`src/hdl/mbad_pkg.sv`:
```
package mbad_pkg;

    localparam int SPRITE_DEPTH = 2048;
    localparam int WORK_DEPTH   = 6144;
    localparam int SPRITE_AW    = $clog2(SPRITE_DEPTH);
    localparam int WORK_AW      = $clog2(WORK_DEPTH);

    // bus map
    localparam logic [15:0] ADDR_DIPB_LO   = 16'h1200;
    localparam logic [15:0] ADDR_DIPB_HI   = 16'h127f;
    localparam logic [15:0] ADDR_PORT_LO   = 16'h1280;
    localparam logic [15:0] ADDR_PORT_HI   = 16'h128f;
    localparam logic [15:0] ADDR_CTRL_LO   = 16'h1080;
    localparam logic [15:0] ADDR_CTRL_HI   = 16'h10ff;
    localparam logic [15:0] ADDR_LATCH_LO  = 16'h1100;
    localparam logic [15:0] ADDR_LATCH_HI  = 16'h117f;
    localparam logic [15:0] ADDR_SPRITE_LO = 16'h1800;
    localparam logic [15:0] ADDR_SPRITE_HI = 16'h1fff;
    localparam logic [15:0] ADDR_SCRL_A_LO = 16'h1840;
    localparam logic [15:0] ADDR_SCRL_A_HI = 16'h185f;
    localparam logic [15:0] ADDR_SCRL_B_LO = 16'h1c40;
    localparam logic [15:0] ADDR_SCRL_B_HI = 16'h1c5f;
    localparam logic [15:0] ADDR_WORK_LO   = 16'h2800;
    localparam logic [15:0] ADDR_WORK_HI   = 16'h3fff;
    localparam logic [15:0] ADDR_TILE_LO   = 16'h3000;
    localparam logic [15:0] ADDR_ROM_LO    = 16'h6000;
    localparam logic [10:0] TILE_MASK      = 11'h7ff;

    // access kinds
    localparam logic KIND_READ  = 1'b0;
    localparam logic KIND_WRITE = 1'b1;

    // control register selects, address bits 2..0
    localparam logic [2:0] CTRL_FLIP = 3'd0;
    localparam logic [2:0] CTRL_TRIG = 3'd1;
    localparam logic [2:0] CTRL_IRQ  = 3'd7;

    // port selects, address bits 1..0
    localparam logic [1:0] PORT_SYSTEM = 2'd0;
    localparam logic [1:0] PORT_PLAYER = 2'd1;
    localparam logic [1:0] PORT_UNUSED = 2'd2;
    localparam logic [1:0] PORT_DIPA   = 2'd3;

    // config register indexes
    localparam logic CFG_DIP_A = 1'b0;
    localparam logic CFG_DIP_B = 1'b1;

    // read data sources
    localparam logic [1:0] RD_ZERO   = 2'd0;
    localparam logic [1:0] RD_DIRECT = 2'd1;
    localparam logic [1:0] RD_SPRITE = 2'd2;
    localparam logic [1:0] RD_WORK   = 2'd3;

    typedef struct packed {
        logic [1:0]           rd_sel;
        logic [7:0]           rd_direct;
        logic                 rom;
        logic                 sprite_we;
        logic [SPRITE_AW-1:0] sprite_waddr;
        logic [SPRITE_AW-1:0] sprite_raddr;
        logic                 work_we;
        logic [WORK_AW-1:0]   work_addr;
        logic                 flip_we;
        logic                 trig_we;
        logic                 irq_we;
        logic                 latch_we;
        logic                 scroll;
        logic                 scroll_hi;
        logic [4:0]           scroll_row;
        logic                 tile_dirty;
        logic [10:0]          tile_index;
        logic [7:0]           wdata;
    } t_dec;

endpackage

```
`src/hdl/mbad_decode.sv`:
```
module mbad_decode import mbad_pkg::*; (
    input  logic        i_kind,
    input  logic [15:0] i_address,
    input  logic [7:0]  i_write_data,
    input  logic [7:0]  i_player_port,
    input  logic [7:0]  i_unused_port,
    input  logic [7:0]  i_system_port,
    input  logic [7:0]  i_dip_a,
    input  logic [7:0]  i_dip_b,
    output t_dec        o_dec
);

    logic        is_wr;
    logic        in_dipb;
    logic        in_port;
    logic        in_ctrl;
    logic        in_latch;
    logic        in_sprite;
    logic        in_work;
    logic        in_rom;
    logic        in_scroll;
    logic [15:0] work_off;

    always_comb begin
        is_wr     = (i_kind == KIND_WRITE);
        in_dipb   = (i_address >= ADDR_DIPB_LO) && (i_address <= ADDR_DIPB_HI);
        in_port   = (i_address >= ADDR_PORT_LO) && (i_address <= ADDR_PORT_HI);
        in_ctrl   = (i_address >= ADDR_CTRL_LO) && (i_address <= ADDR_CTRL_HI);
        in_latch  = (i_address >= ADDR_LATCH_LO) && (i_address <= ADDR_LATCH_HI);
        in_sprite = (i_address >= ADDR_SPRITE_LO) && (i_address <= ADDR_SPRITE_HI);
        in_work   = (i_address >= ADDR_WORK_LO) && (i_address <= ADDR_WORK_HI);
        in_rom    = (i_address >= ADDR_ROM_LO);
        in_scroll = ((i_address >= ADDR_SCRL_A_LO) && (i_address <= ADDR_SCRL_A_HI))
                 || ((i_address >= ADDR_SCRL_B_LO) && (i_address <= ADDR_SCRL_B_HI));
        work_off  = i_address - ADDR_WORK_LO;

        o_dec = '0;
        o_dec.wdata        = i_write_data;
        o_dec.sprite_waddr = i_address[SPRITE_AW-1:0];
        o_dec.work_addr    = work_off[WORK_AW-1:0];
        o_dec.scroll_row   = i_address[4:0];
        o_dec.scroll_hi    = i_address[10];
        // a scroll write reads its partner byte in the other half
        o_dec.sprite_raddr = {i_address[SPRITE_AW-1] ^ is_wr, i_address[SPRITE_AW-2:0]};

        if (!is_wr) begin
            if (in_dipb) begin
                o_dec.rd_sel    = RD_DIRECT;
                o_dec.rd_direct = i_dip_b;
            end else if (in_port) begin
                o_dec.rd_sel = RD_DIRECT;
                case (i_address[1:0])
                    PORT_SYSTEM: o_dec.rd_direct = i_system_port;
                    PORT_PLAYER: o_dec.rd_direct = i_player_port;
                    PORT_UNUSED: o_dec.rd_direct = i_unused_port;
                    PORT_DIPA:   o_dec.rd_direct = i_dip_a;
                    default:     o_dec.rd_direct = '0;
                endcase
            end else if (in_sprite) begin
                o_dec.rd_sel = RD_SPRITE;
            end else if (in_work) begin
                o_dec.rd_sel = RD_WORK;
            end else if (in_rom) begin
                o_dec.rom = 1'b1;
            end
        end else begin
            if (in_ctrl) begin
                case (i_address[2:0])
                    CTRL_FLIP: o_dec.flip_we = 1'b1;
                    CTRL_TRIG: o_dec.trig_we = 1'b1;
                    CTRL_IRQ:  o_dec.irq_we  = 1'b1;
                    default:   ;
                endcase
            end else if (in_latch) begin
                o_dec.latch_we = 1'b1;
            end else if (in_sprite) begin
                o_dec.sprite_we = 1'b1;
                o_dec.scroll    = in_scroll;
            end else if (in_work) begin
                o_dec.work_we = 1'b1;
                if (i_address >= ADDR_TILE_LO) begin
                    o_dec.tile_dirty = 1'b1;
                    o_dec.tile_index = i_address[10:0] & TILE_MASK;
                end
            end
        end
    end

endmodule

```
`config.mk`:
```
export PLATFORM = sky130hd
export DESIGN_NAME = mbad_decode
export DESIGN_NICKNAME = d
export VERILOG_FILES = /design/src/hdl/mbad_pkg.sv /design/src/hdl/mbad_decode.sv
export SDC_FILE = /design/constraint.sdc
export NUM_CORES = 1
export LEC_CHECK = 0
export BUFFER_PORTS_ARGS = -buffer_cell sky130_fd_sc_hd__buf_2
export CAP_MARGIN = 15
export CORE_MARGIN = 10
export CORE_UTILIZATION = 30
export DETAILED_ROUTE_END_ITERATION = 10
export PLACE_DENSITY_LB_ADDON = 0.15
export SETUP_SLACK_MARGIN = 0.05
export SLEW_MARGIN = 20
export SYNTH_ARGS = -nofsm -noshare
export SYNTH_HDL_FRONTEND = slang
export SYNTH_SLANG_ARGS = --single-unit
export TNS_END_PERCENT = 100
```
`constraint.sdc`:
```
create_clock -name vclk -period 2.5
set_input_delay 0.375 -clock vclk [all_inputs]
set_output_delay 0.375 -clock vclk [all_outputs]
set_load 0.01 [all_outputs]
```
==> results.toml <==
[sta]
rsz0062_at_grt = "yes"
finalMaxSlewViolations = 0
setup_viol = 0
holdWs_ps = 750
slew_headroom = 0.705
hold_viol_final = 0
setup_tns_ps = 0
period_share = 0.962
fin_crit_ps = 2410
tightest_slew_ps = 439
clock.fmax_mhz = 416

[logic_synthesis]
avgSynthCellArea_um2 = 8.28
synth_cells = 145
synth_mux_area_frac = 0.236
synth_top_area_cell = "buf_4"
ys_seq_area_frac = 0
synth_compound_area_frac = 0.0772
synth_top_area_frac = 0.288
synth_area_mm2 = 0.00120
synth_warnings = 0
synthXorXnorAreaFrac = 0.00730
synth-adder-area-share = 0.0417
yosys-top-cells-area = "buf_4, mux4_1, mux2i_1, and2_1, nor2_1"
synth_cell_types = 41
synth-simple-area-share = 0.296
synth_top_family_by_area = "buffers and inverters"
syn-num-nets = 214

[grt]
antenna_found_initial = 0
track_usage = 0.126
overflow = 0
grtUsageMet2 = 0.225
grtUsageMet1 = 0.151
gr-usage-met3 = 0.0420
grt_pass1_vias = 1401
grt_max_degree = 17
busiest_layer = "met2"
grt_first_pass_wirelength_um = 7620

[setup_path]
worst_setup_path_start_kind = "input pin"
required_ps = 2120
crit_type = "input pin to output pin"
endpoint_kind = "output pin"
crit_arrival_ps = 2030
crit_fanout = 6

[floorplanning]
rows = 22
core-area_mm2 = 0.00377
die_w_um = 83.2
start_util = 0.318
ioPinCount = 144
die_h_um = 83.2
dieArea_mm2 = 0.00693

[drt]
firstDrtPassIters = 4
vias = 1320
wire_per_inst_um = 17.6
drt_iter0_drc = 83
wirelength_um = 4870
antenna_left = 0
avgViaCountPerCell = 4.77
drc = 0

[power_and_ir_drop]
power.total_mw = 0.208
powerDensity_mw_per_mm2 = 130
p_leak_nw = 0.983
max-vdd-ir-drop_mv = 0.0649

[run_status]
status = "complete, no violations"

[final_layout]
nClkBuffers = 0
syn_to_final_growth_pct = 32.6
design.seq.count = 0
fin_area_mm2 = 0.00159
seq_area_um2 = 0
drive_above_1_share = 0.646
nNetsFinal = 300
diodes = 0

[placement]
place_area_mm2 = 0.00155
port_buffers = 128
dp_hpwl_um = 4280
gp_congestion = 0.815

[job]
cap_violations = 0

[min_path]
hold_class = "input pin to output pin"
## routing by layer
layer	vias up	routed length, um
met2	87	2320
met4	0	0
met5	-	0
li1	646	-
met3	0	467
met1	587	2080
## Yosys cell counts, types with 2 or more instances
library cell,n
buf_4,46
nor2_1,15
and2_1,9
mux2i_1,8
mux4_1,6
nor3_1,6
inv_1,5
ha_1,4
nand2_1,4
nor4_1,4
a21oi_1,2
and3_1,2
clkbuf_1,2
clkbuf_8,2
mux4_2,2
nor2b_1,2
or4_4,2
## power breakdown
| part | internal (mW) | switching [mW] | leakage, nW | total, mW |
|---|---|---|---|---|
| Sequential | 0 | 0 | 0 | 0 |
| Clock | 0 | 0 | 0 | 0 |
| Combinational | 0.104 | 0.104 | 0.983 | 0.208 |
## area by class of cell
| class | count | area [um2] |
|---|---|---|
| fill | 402 | 2180 |
| multi-input combinational | 89 | 810 |
| timing repair buffer | 135 | 703 |
| tap | 48 | 60.1 |
| inverter | 5 | 18.8 |
## cells by family (layout without fill, tap and decap cells)
logic type,count (synthesis),after routing
simple gates,57,57
mux,16,16
xor+xnor,1,1
fa+ha+maj,4,4
buf+inv,56,140
compound gates,11,11
## path summary, 6_finish.rpt
kind	from	end	slack, ps	cells after the start
max	i_address[14]	o_dec[78]	90	6
min	i_write_data[5]	o_dec[5]	750	0
## layout by cell type (no fill, tap or decap), drive strengths merged, types with 2 or more instances in the layout
cell type and count:
buf 135, nor2 15, and2 10, mux2i 8, mux4 8, nor3 6, inv 5, nor4 4
nand2 4, ha 4, and3 3, or4 2, a21oi 2, nor2b 2, or3 2, and4 2
## what timing repair did
item / 4_1_cts / 5_1_grt
hold buffers: 0 / 0
gates resized for setup: 0 / 6
setup endpoints to repair: 0 / 8
buffers inserted: 0 / 1
## metrics by stage
stage	std cells	setup slack [ps]	util
after global placement	276	81.0	0.412
after global routing	277	36.7	0.422
final	277	93.9	0.422
after floorplan	145	286	-
after detailed placement	276	60.5	0.412
after CTS	276	55.9	0.412
## worst max-delay path, stage by stage
cell	delay, ps
buf_2	130
or4b_1	560
or3_4	440
o211a_1	160
a211oi_1	180
buf_2	180
No activity file was read; power rests on OpenSTA's default activity.
